### src/hdl/ngs_pkg.sv
package ngs_pkg;

  localparam int PITCH_W    = 16;
  localparam int DIM_W      = 9;
  localparam int SLOT_W     = 3;
  localparam int CNT_W      = 4;
  localparam int ROW_W      = 8;
  localparam int DIV_STEP_W = 4;

  localparam logic KIND_LOAD  = 1'b0;
  localparam logic KIND_QUERY = 1'b1;

  typedef struct packed {
    logic busy;
    logic done;
  } div_stat_t;

endpackage

### src/hdl/ngs_table.sv
module ngs_table import ngs_pkg::*; #(
  parameter int MAX_GRIDS  = 8,
  parameter int COORD_BITS = 16,
  parameter int MAX_DIM    = 256,
  localparam int IDXW      = (MAX_GRIDS > 1) ? $clog2(MAX_GRIDS) : 1
) (
  input  logic                  clk,
  input  logic                  we,
  input  logic [IDXW-1:0]       waddr,
  input  logic [COORD_BITS-1:0] w_ox,
  input  logic [COORD_BITS-1:0] w_oy,
  input  logic [PITCH_W-1:0]    w_sx,
  input  logic [PITCH_W-1:0]    w_sy,
  input  logic [DIM_W-1:0]      w_rows,
  input  logic [DIM_W-1:0]      w_cols,
  input  logic [IDXW-1:0]       raddr,
  output logic [COORD_BITS-1:0] r_ox,
  output logic [COORD_BITS-1:0] r_oy,
  output logic [PITCH_W-1:0]    r_sx,
  output logic [PITCH_W-1:0]    r_sy,
  output logic [DIM_W-1:0]      r_rows_m1,
  output logic [DIM_W-1:0]      r_cols_m1
);

  logic [COORD_BITS-1:0] ox_mem [MAX_GRIDS];
  logic [COORD_BITS-1:0] oy_mem [MAX_GRIDS];
  logic [PITCH_W-1:0]    sx_mem [MAX_GRIDS];
  logic [PITCH_W-1:0]    sy_mem [MAX_GRIDS];
  logic [DIM_W-1:0]      rows_mem [MAX_GRIDS];
  logic [DIM_W-1:0]      cols_mem [MAX_GRIDS];

  function automatic logic [PITCH_W-1:0] fix_pitch(input logic [PITCH_W-1:0] p);
    return (p == '0) ? PITCH_W'(1) : p;
  endfunction

  // stored as count minus one
  function automatic logic [DIM_W-1:0] fix_dim_m1(input logic [DIM_W-1:0] d);
    logic [DIM_W-1:0] res;
    if (d == '0) begin
      res = '0;
    end else if (32'(d) > MAX_DIM) begin
      res = DIM_W'(MAX_DIM - 1);
    end else begin
      res = d - DIM_W'(1);
    end
    return res;
  endfunction

  always_ff @(posedge clk) begin
    if (we) begin
      ox_mem[waddr]   <= w_ox;
      oy_mem[waddr]   <= w_oy;
      sx_mem[waddr]   <= fix_pitch(w_sx);
      sy_mem[waddr]   <= fix_pitch(w_sy);
      rows_mem[waddr] <= fix_dim_m1(w_rows);
      cols_mem[waddr] <= fix_dim_m1(w_cols);
    end
    r_ox      <= ox_mem[raddr];
    r_oy      <= oy_mem[raddr];
    r_sx      <= sx_mem[raddr];
    r_sy      <= sy_mem[raddr];
    r_rows_m1 <= rows_mem[raddr];
    r_cols_m1 <= cols_mem[raddr];
  end

endmodule

### src/hdl/ngs_mul.sv
module ngs_mul import ngs_pkg::*; #(
  parameter int MUL_W = 16
) (
  input  logic               clk,
  input  logic [MUL_W-1:0]   a,
  input  logic [MUL_W-1:0]   b,
  output logic [2*MUL_W-1:0] p
);

  always_ff @(posedge clk) begin
    p <= a * b;
  end

endmodule

### src/hdl/ngs_div.sv
module ngs_div import ngs_pkg::*; #(
  parameter int NUM_W = 17
) (
  input  logic             clk,
  input  logic             rst_n,
  input  logic             start,
  input  logic [NUM_W-1:0] num,
  input  logic [PITCH_W-1:0] den,
  output logic [DIM_W-1:0] quo,
  output div_stat_t        stat
);

  localparam int W = (NUM_W > PITCH_W + DIM_W) ? NUM_W : PITCH_W + DIM_W;

  logic [W-1:0]          rem_r;
  logic [W-1:0]          dsh_r;
  logic [DIM_W-1:0]      q_r;
  logic [DIV_STEP_W-1:0] step_r;
  logic                  busy_r;
  logic                  done_r;
  logic                  ge;

  assign ge = (rem_r >= dsh_r);

  always_ff @(posedge clk) begin
    if (!rst_n) begin
      busy_r <= 1'b0;
      done_r <= 1'b0;
    end else begin
      done_r <= 1'b0;
      if (start) begin
        busy_r <= 1'b1;
      end else if (busy_r && step_r == '0) begin
        busy_r <= 1'b0;
        done_r <= 1'b1;
      end
    end
  end

  always_ff @(posedge clk) begin
    if (start) begin
      rem_r  <= W'(num);
      dsh_r  <= W'(den) << (DIM_W - 1);
      q_r    <= '0;
      step_r <= DIV_STEP_W'(DIM_W - 1);
    end else if (busy_r) begin
      if (ge) begin
        rem_r <= rem_r - dsh_r;
      end
      q_r    <= {q_r[DIM_W-2:0], ge};
      dsh_r  <= dsh_r >> 1;
      step_r <= step_r - DIV_STEP_W'(1);
    end
  end

  assign quo       = q_r;
  assign stat.busy = busy_r;
  assign stat.done = done_r;

endmodule

### src/hdl/nearest_grid_site_finder.sv
// nearest_grid_site_finder
// Input channel in_*: one word per item. in_kind selects a load, which writes
// grid entry in_grid_slot (origin, pitch, row and column counts), or a query
// of the point in_point_x/in_point_y. A load gives no result. A query gives
// one result word on out_*: found, the nearest grid (first one on ties) and
// the nearest row and column within it.
// Config port cfg_*: cfg_grid_count sets how many entries a query scans; it
// is taken only while the block is idle.
// A query scans the entries one at a time through a shared multiplier (table
// read, x and y spans, x and y gap squares, compare), then snaps each axis
// that lands inside the chosen grid with a serial divider of nine steps; an
// axis outside it is clamped to the edge. With no grids a query goes straight
// to the result. in_stall stays high until the result is in the output
// register, so one query is handled at a time.
// A result is held in the output register until out_stall is low; the next
// item may be accepted meanwhile, and its result waits for the register.
// Reset (rst_n low, synchronous) clears the grid count and drops any pending
// result; table contents are undefined until loaded.
module nearest_grid_site_finder import ngs_pkg::*; #(
  parameter int MAX_GRIDS  = 8,
  parameter int COORD_BITS = 16,
  parameter int MAX_DIM    = 256
) (
  input  logic                  clk,
  input  logic                  rst_n,
  input  logic                  in_valid,
  output logic                  in_stall,
  input  logic                  in_kind,
  input  logic [SLOT_W-1:0]     in_grid_slot,
  input  logic [COORD_BITS-1:0] in_origin_x,
  input  logic [COORD_BITS-1:0] in_origin_y,
  input  logic [PITCH_W-1:0]    in_pitch_x,
  input  logic [PITCH_W-1:0]    in_pitch_y,
  input  logic [DIM_W-1:0]      in_row_total,
  input  logic [DIM_W-1:0]      in_col_total,
  input  logic [COORD_BITS-1:0] in_point_x,
  input  logic [COORD_BITS-1:0] in_point_y,
  output logic                  out_valid,
  input  logic                  out_stall,
  output logic                  out_found,
  output logic [SLOT_W-1:0]     out_chosen_grid,
  output logic [ROW_W-1:0]      out_site_row,
  output logic [ROW_W-1:0]      out_site_col,
  input  logic                  cfg_valid,
  output logic                  cfg_ready,
  input  logic [CNT_W-1:0]      cfg_grid_count
);

  localparam int IDXW  = (MAX_GRIDS > 1) ? $clog2(MAX_GRIDS) : 1;
  localparam int CW    = $clog2(MAX_GRIDS + 1);
  localparam int MUL_W = (COORD_BITS > PITCH_W) ? COORD_BITS : PITCH_W;
  localparam int SPAN_W = PITCH_W + DIM_W;
  localparam int HW    = ((COORD_BITS > SPAN_W) ? COORD_BITS : SPAN_W) + 1;
  localparam int NUM_W = MUL_W + 1;
  localparam int SQ_W  = 2 * COORD_BITS;
  localparam int DW    = SQ_W + 1;

  typedef enum logic [3:0] {
    S_IDLE, S_RD, S_HX, S_HY, S_GX, S_GY, S_CMP,
    S_SNX, S_WX, S_SNY, S_WY, S_OUT
  } state_t;

  state_t                state_r;
  logic [CNT_W-1:0]      count_r;
  logic [CW-1:0]         n_r;
  logic [CW-1:0]         idx_r;
  logic [COORD_BITS-1:0] px_r;
  logic [COORD_BITS-1:0] py_r;
  logic [HW-1:0]         hx_r;
  logic [HW-1:0]         hy_r;
  logic [SQ_W-1:0]       sq_r;
  logic                  found_r;
  logic [DW-1:0]         best_d_r;
  logic [IDXW-1:0]       best_idx_r;
  logic [COORD_BITS-1:0] best_ox_r;
  logic [COORD_BITS-1:0] best_oy_r;
  logic [PITCH_W-1:0]    best_sx_r;
  logic [PITCH_W-1:0]    best_sy_r;
  logic [DIM_W-1:0]      best_rows_m1_r;
  logic [DIM_W-1:0]      best_cols_m1_r;
  logic [HW-1:0]         best_hx_r;
  logic [HW-1:0]         best_hy_r;
  logic [DIM_W-1:0]      row_r;
  logic [DIM_W-1:0]      col_r;
  logic                  out_valid_r;
  logic                  out_found_r;
  logic [SLOT_W-1:0]     out_chosen_grid_r;
  logic [ROW_W-1:0]      out_site_row_r;
  logic [ROW_W-1:0]      out_site_col_r;

  logic                  in_acc;
  logic                  tbl_we;
  logic [CW-1:0]         n_sat;
  logic [COORD_BITS-1:0] r_ox;
  logic [COORD_BITS-1:0] r_oy;
  logic [PITCH_W-1:0]    r_sx;
  logic [PITCH_W-1:0]    r_sy;
  logic [DIM_W-1:0]      r_rows_m1;
  logic [DIM_W-1:0]      r_cols_m1;
  logic [MUL_W-1:0]      mul_a;
  logic [MUL_W-1:0]      mul_b;
  logic [2*MUL_W-1:0]    mul_p;
  logic [COORD_BITS-1:0] dx;
  logic [COORD_BITS-1:0] dy;
  logic [DW-1:0]         sq_sum;
  logic                  x_above;
  logic                  x_below;
  logic                  y_above;
  logic                  y_below;
  logic                  div_start;
  logic [NUM_W-1:0]      div_num;
  logic [PITCH_W-1:0]    div_den;
  logic [DIM_W-1:0]      div_q;
  div_stat_t             div_stat;

  function automatic logic [COORD_BITS-1:0] axis_gap(
    input logic [COORD_BITS-1:0] p,
    input logic [COORD_BITS-1:0] lo,
    input logic [HW-1:0]         hi
  );
    logic [COORD_BITS-1:0] res;
    if (p < lo) begin
      res = lo - p;
    end else if (HW'(p) > hi) begin
      res = COORD_BITS'(HW'(p) - hi);
    end else begin
      res = '0;
    end
    return res;
  endfunction

  assign in_stall  = (state_r != S_IDLE);
  assign cfg_ready = (state_r == S_IDLE);
  assign in_acc    = in_valid && !in_stall;
  assign tbl_we    = in_acc && (in_kind == KIND_LOAD) && (32'(in_grid_slot) < MAX_GRIDS);
  assign n_sat     = (32'(count_r) > MAX_GRIDS) ? CW'(MAX_GRIDS) : CW'(count_r);

  ngs_table #(
    .MAX_GRIDS (MAX_GRIDS),
    .COORD_BITS(COORD_BITS),
    .MAX_DIM   (MAX_DIM)
  ) u_table (
    .clk      (clk),
    .we       (tbl_we),
    .waddr    (IDXW'(in_grid_slot)),
    .w_ox     (in_origin_x),
    .w_oy     (in_origin_y),
    .w_sx     (in_pitch_x),
    .w_sy     (in_pitch_y),
    .w_rows   (in_row_total),
    .w_cols   (in_col_total),
    .raddr    (idx_r[IDXW-1:0]),
    .r_ox     (r_ox),
    .r_oy     (r_oy),
    .r_sx     (r_sx),
    .r_sy     (r_sy),
    .r_rows_m1(r_rows_m1),
    .r_cols_m1(r_cols_m1)
  );

  assign dx     = axis_gap(px_r, r_ox, hx_r);
  assign dy     = axis_gap(py_r, r_oy, hy_r);
  assign sq_sum = DW'(sq_r) + DW'(mul_p[SQ_W-1:0]);

  always_comb begin
    mul_a = '0;
    mul_b = '0;
    unique case (state_r)
      S_HX: begin
        mul_a = MUL_W'(r_cols_m1);
        mul_b = MUL_W'(r_sx);
      end
      S_HY: begin
        mul_a = MUL_W'(r_rows_m1);
        mul_b = MUL_W'(r_sy);
      end
      S_GX: begin
        mul_a = MUL_W'(dx);
        mul_b = MUL_W'(dx);
      end
      S_GY: begin
        mul_a = MUL_W'(dy);
        mul_b = MUL_W'(dy);
      end
      default: begin
        mul_a = '0;
        mul_b = '0;
      end
    endcase
  end

  ngs_mul #(.MUL_W(MUL_W)) u_mul (
    .clk(clk),
    .a  (mul_a),
    .b  (mul_b),
    .p  (mul_p)
  );

  assign x_above = HW'(px_r) > best_hx_r;
  assign x_below = px_r < best_ox_r;
  assign y_above = HW'(py_r) > best_hy_r;
  assign y_below = py_r < best_oy_r;

  always_comb begin
    div_start = 1'b0;
    div_num   = NUM_W'(px_r) - NUM_W'(best_ox_r) + NUM_W'(best_sx_r >> 1);
    div_den   = best_sx_r;
    if (state_r == S_SNX) begin
      div_start = !x_above && !x_below;
    end else if (state_r == S_SNY) begin
      div_start = !y_above && !y_below;
      div_num   = NUM_W'(py_r) - NUM_W'(best_oy_r) + NUM_W'(best_sy_r >> 1);
      div_den   = best_sy_r;
    end
  end

  ngs_div #(.NUM_W(NUM_W)) u_div (
    .clk  (clk),
    .rst_n(rst_n),
    .start(div_start),
    .num  (div_num),
    .den  (div_den),
    .quo  (div_q),
    .stat (div_stat)
  );

  always_ff @(posedge clk) begin
    if (!rst_n) begin
      state_r     <= S_IDLE;
      count_r     <= '0;
      out_valid_r <= 1'b0;
    end else begin
      if (out_valid_r && !out_stall && state_r != S_OUT) begin
        out_valid_r <= 1'b0;
      end
      if (cfg_valid && cfg_ready) begin
        count_r <= cfg_grid_count;
      end
      unique case (state_r)
        S_IDLE: begin
          if (in_acc && in_kind == KIND_QUERY) begin
            px_r       <= in_point_x;
            py_r       <= in_point_y;
            n_r        <= n_sat;
            idx_r      <= '0;
            found_r    <= (n_sat != '0);
            best_idx_r <= '0;
            row_r      <= '0;
            col_r      <= '0;
            state_r    <= (n_sat == '0) ? S_OUT : S_RD;
          end
        end
        S_RD: state_r <= S_HX;
        S_HX: state_r <= S_HY;
        S_HY: begin
          hx_r    <= HW'(r_ox) + HW'(mul_p[SPAN_W-1:0]);
          state_r <= S_GX;
        end
        S_GX: begin
          hy_r    <= HW'(r_oy) + HW'(mul_p[SPAN_W-1:0]);
          state_r <= S_GY;
        end
        S_GY: begin
          sq_r    <= mul_p[SQ_W-1:0];
          state_r <= S_CMP;
        end
        S_CMP: begin
          if (idx_r == '0 || sq_sum < best_d_r) begin
            best_d_r       <= sq_sum;
            best_idx_r     <= idx_r[IDXW-1:0];
            best_ox_r      <= r_ox;
            best_oy_r      <= r_oy;
            best_sx_r      <= r_sx;
            best_sy_r      <= r_sy;
            best_rows_m1_r <= r_rows_m1;
            best_cols_m1_r <= r_cols_m1;
            best_hx_r      <= hx_r;
            best_hy_r      <= hy_r;
          end
          idx_r   <= idx_r + CW'(1);
          state_r <= (idx_r + CW'(1) == n_r) ? S_SNX : S_RD;
        end
        S_SNX: begin
          if (x_above) begin
            col_r   <= best_cols_m1_r;
            state_r <= S_SNY;
          end else if (x_below) begin
            col_r   <= '0;
            state_r <= S_SNY;
          end else begin
            state_r <= S_WX;
          end
        end
        S_WX: begin
          if (div_stat.done) begin
            col_r   <= div_q;
            state_r <= S_SNY;
          end
        end
        S_SNY: begin
          if (y_above) begin
            row_r   <= best_rows_m1_r;
            state_r <= S_OUT;
          end else if (y_below) begin
            row_r   <= '0;
            state_r <= S_OUT;
          end else begin
            state_r <= S_WY;
          end
        end
        S_WY: begin
          if (div_stat.done) begin
            row_r   <= div_q;
            state_r <= S_OUT;
          end
        end
        S_OUT: begin
          if (!out_valid_r || !out_stall) begin
            out_valid_r       <= 1'b1;
            out_found_r       <= found_r;
            out_chosen_grid_r <= SLOT_W'(best_idx_r);
            out_site_row_r    <= row_r[ROW_W-1:0];
            out_site_col_r    <= col_r[ROW_W-1:0];
            state_r           <= S_IDLE;
          end
        end
        default: state_r <= S_IDLE;
      endcase
    end
  end

  assign out_valid       = out_valid_r;
  assign out_found       = out_found_r;
  assign out_chosen_grid = out_chosen_grid_r;
  assign out_site_row    = out_site_row_r;
  assign out_site_col    = out_site_col_r;

  a_empty_zero: assert property (@(posedge clk) disable iff (!rst_n)
    out_valid && !out_found |-> out_chosen_grid == '0 && out_site_row == '0 &&
                                out_site_col == '0)
    else $error("no-grid result carries nonzero fields");

  a_div_idle_start: assert property (@(posedge clk) disable iff (!rst_n)
    div_start |-> !div_stat.busy)
    else $error("divider started while busy");

  a_div_done_wait: assert property (@(posedge clk) disable iff (!rst_n)
    div_stat.done |-> (state_r == S_WX || state_r == S_WY))
    else $error("divider finished outside a wait state");

  a_scan_range: assert property (@(posedge clk) disable iff (!rst_n)
    state_r == S_RD |-> idx_r < n_r)
    else $error("scan index past grid count");

endmodule
### config.mk
export PLATFORM = sky130hd
export DESIGN_NAME = nearest_grid_site_finder
export DESIGN_NICKNAME = d
export VERILOG_FILES = /design/src/hdl/ngs_pkg.sv /design/src/hdl/ngs_table.sv /design/src/hdl/ngs_mul.sv /design/src/hdl/ngs_div.sv /design/src/hdl/nearest_grid_site_finder.sv
export SDC_FILE = /design/constraint.sdc
export NUM_CORES = 2
export LEC_CHECK = 0
export ABC_CLOCK_PERIOD_IN_PS = 33000
export BUFFER_PORTS_ARGS = -buffer_cell sky130_fd_sc_hd__buf_2
export CAP_MARGIN = 20
export CORE_MARGIN = 4
export CORE_UTILIZATION = 60
export DETAILED_ROUTE_END_ITERATION = 8
export PLACE_DENSITY = 0.82
export SYNTH_ARGS = -nofsm -noshare
export SYNTH_HDL_FRONTEND = slang
export SYNTH_SLANG_ARGS = --single-unit
### constraint.sdc
create_clock -name clk -period 33 [get_ports clk]
set_input_delay 1.65 -clock clk [delete_from_list [all_inputs] [get_ports clk]]
set_output_delay 1.65 -clock clk [all_outputs]
set_load 0.01 [all_outputs]
==> flow_summary_export.csv <==
group,metric,value,unit
status,status,"completed",
worst_setup_path,r2r_start,"py_r[0]",
worst_setup_path,rrSetupSlack,23.15,ns
global_routing,grt_max_degree,165,
global_routing,overflow,0,
route,ant_nets,0,
clock_network,clock_latency,0.77,ns
worst_setup_path,r2r_end,"u_mul.p[29]",
yosys,synth.largest_area_cell,"edfxtp_1",
sta,max_slew_margin,0.124,
power,leakagePower,26.9,nW
yosys,synth_top_cell_area_share,0.487,
route,routedWlPerCell,26.2,um
route,drc,0,
final_layout,drive_gt1_frac,0.144,
worst_setup_path,crit_type,"flop to flop",
floorplanning,die_h,331,um
clock_network,h-tree-depth,3,
final_layout,area_growth_syn_to_layout,10.2,%
job,drv_cap,0,
power,ir_drop,0.0576,mV
yosys,synth-main-ff-cell,"edfxtp_1",
clock_network,cts_tree,"yes",
worst_setup_path,crit_top_cell,"fa_1",
placed_design,place.gp.congestion,0.965,
placed_design,dpl_cell_area,65200,um2
yosys,synth_cell_types,98,
yosys,netlist_instances,4754,
global_routing,antenna_found_initial,6,
min_path,holdPathEnd,"out_site_col[7]",
worst_setup_path,critPathCaptureType,"flop",
worst_setup_path,critPathMaxStageDelay,0.87,ns
power,fin_total_pwr,3.97,mW
yosys,ys_ff_latch,1171,
yosys,yosys-top-cells-area,"edfxtp_1 49%, ha_1 7.8%, fa_1 7.4%",
sta,fin_crit,9.85,ns
floorplanning,start_util,0.606,
route,vias,40722,
yosys,netlist_area,62800,um2
placed_design,dpl.hpwl,116,mm
route,dr.pass1.iters,6,
route,vias_per_cell,6.34,
sta,finalMaxSlewViolations,0,
final_layout,n_fill_cell,7046,
worst_setup_path,cp.arrival,10.46,ns
global_routing,grt_pass1_wl,253,mm
final_layout,final_cell_mix,"1018 x edfxtp_1, 569 x inv_1, 390 x ha_1",
floorplanning,rows,118,
clock_network,numCtsBuffers,113,
sta,setup_viol,0,
clock_network,cts_setup_buffers,0,
yosys,postSynth.asyncResetShare,0,
final_layout,final_area,69200,um2
floorplanning,die_area,110000,um2
worst_setup_path,start_kind,"flop",
sta,finalCritPeriodShare,0.298,
sta,timing.fmax,0.102,GHz
clock_network,cts_hold_buffers,0,
floorplanning,ios,150,
yosys,synth_warnings,0,
final_layout,fin_nets,5685,
worst_setup_path,cp.required,33.61,ns
yosys,syn_area_per_cell,13.2,um2
final_layout,final_common_cell,"edfxtp_1",
sta,rsz0062_at_grt,"false",
yosys,seq_area_frac_synth,0.536,
sta,tns,0,ns
worst_setup_path,rr_worst_depth,30,
global_routing,grt_pass1_vias,40923,
sta,hold_slack,0.376,ns
floorplanning,die_w,331,um
route,drt_iter0_markers,4710,
floorplanning,core,104000,um2
clock_network,ctsResizeCount,0,
sta,fin_skew,0.0875,ns
placed_design,port_buffers,149,
min_path,hold_class,"flop to flop",
sta,tightest_slew,1.31,ns
worst_setup_path,cp_max_fo,13,
worst_setup_path,cp_slowest_cell,"a221oi_2",
global_routing,grt_usage,0.304,
sta,final_hold_viol_count,0,
clock_network,cts_buffer_depth,3,
yosys,synth_edf_count,1018,
clock_network,cts_num_sinks,1171,
clock_network,cts.clk_slew.worst_paths,0.07,ns
power,p_per_area,57.3,nW/um2
min_path,hp-start,"col_r[7]",
min_path,worstHoldPathCells,0,
clock_network,cts_root_buffer,"clkbuf_16",
route,routed_wl,168,mm
power by group:
part	internal, mW	switching, mW	leakage, nW
clock	0.770	0.587	1.90
sequential	1.70	0.0808	10.4
combinational	0.313	0.516	14.6
total	2.78	1.18	26.9
layout make-up:
cell class                 count  area (um2)  share of cell area
timing repair buffer         208        1220              0.0177
antenna                        2        5.00           0.0000724
sequential                  1171       33600               0.486
clock inverter                58         756              0.0109
multi-input combinational   2871       26500               0.383
tap                         1380        1730              0.0250
clock buffer                 158        3190              0.0461
inverter                     571        2140              0.0310
cells in the mapped netlist, types with 12 or more instances:
library cell,instances
buf_2,19
nand3_1,52
a22oi_1,13
a22o_1,24
nor2b_1,42
a21boi_0,14
inv_1,569
o21a_1,46
fa_1,232
nand2b_1,82
ha_1,390
or2_1,17
dfxtp_1,153
a211oi_1,31
a31oi_1,44
a21o_1,86
a221oi_2,13
nor3_1,68
nand4_1,34
or3_1,34
o21ai_0,127
o31ai_1,15
o211ai_1,22
or2_2,14
xor2_1,59
buf_1,23
o21bai_1,18
mux4_2,164
and3_1,22
mux2_2,86
xnor2_1,123
nor2_1,318
mux2i_1,20
a211o_1,12
nand2_1,208
nor4_1,26
edfxtp_1,1018
clkbuf_1,97
a21oi_1,223
how the worst max path moves through the flow:
stage | startpoint | to | slack [ns] | cells after the start
after CTS | px_r[0] | u_mul.p[31] | 23.45 | 34
after detailed placement | py_r[0] | u_mul.p[31] | 23.47 | 33
after global placement | py_r[0] | u_mul.p[25] | 23.55 | 33
after floorplan | sq_r[0] | best_cols_m1_r[0] | 21.55 | 20
after global routing | px_r[0] | u_mul.p[31] | 22.84 | 34
final | py_r[0] | u_mul.p[29] | 23.15 | 30
per-layer routing:
metal  vias up  share of wire  track usage
met4         8          0.049        0.127
li1      17668              -            -
met5         -        0.00034            0
met3       433           0.10       0.0632
met2      2274           0.47        0.484
met1     20339           0.38        0.413
per-stage QoR:
stage,setup slack [ns],instances,utilization
2_1_floorplan,21.55,4769,-
3_3_place_gp,23.55,6198,0.629
3_5_place_dp,23.47,6198,0.629
4_1_cts,23.45,6414,0.667
5_1_grt,22.84,6418,0.667
6_report,23.15,6419,0.667
flip-flops by register name, summed over array words and instances (netlist names), 24 cells and up:
register / cells
u_mul.p: 32
hx_r: 26
u_div.rem_r: 25
u_table.ox_mem: 128
u_table.cols_mem: 72
sq_r: 32
u_div.dsh_r: 24
best_hy_r: 26
u_table.sy_mem: 128
best_hx_r: 26
u_table.sx_mem: 128
u_table.oy_mem: 128
hy_r: 26
u_table.rows_mem: 72
best_d_r: 33
worst max-delay path, delay by kind of cell, from the launching register on:
kind	cells	cell delay [ns]
buffers and inverters	4	0.19
multiplexers	1	0.35
adder cells (fa/ha/maj)	9	3.90
AO/OA/AOI/OAI	8	2.61
flip-flops	1	0.50
XOR/XNOR	1	0.14
AND/OR/NAND/NOR	7	2.03
cells by family after synthesis:
kind of cell,count (synthesis),synth area share
AO/OA/AOI/OAI,813,0.0896
XOR/XNOR,182,0.0254
adder cells (fa/ha/maj),624,0.152
buffers and inverters,727,0.0452
flip-flops,1171,0.536
multiplexers,270,0.0775
other,1,0.0000598
AND/OR/NAND/NOR,966,0.0743
Note: power is estimated with default switching activity, not from simulation.
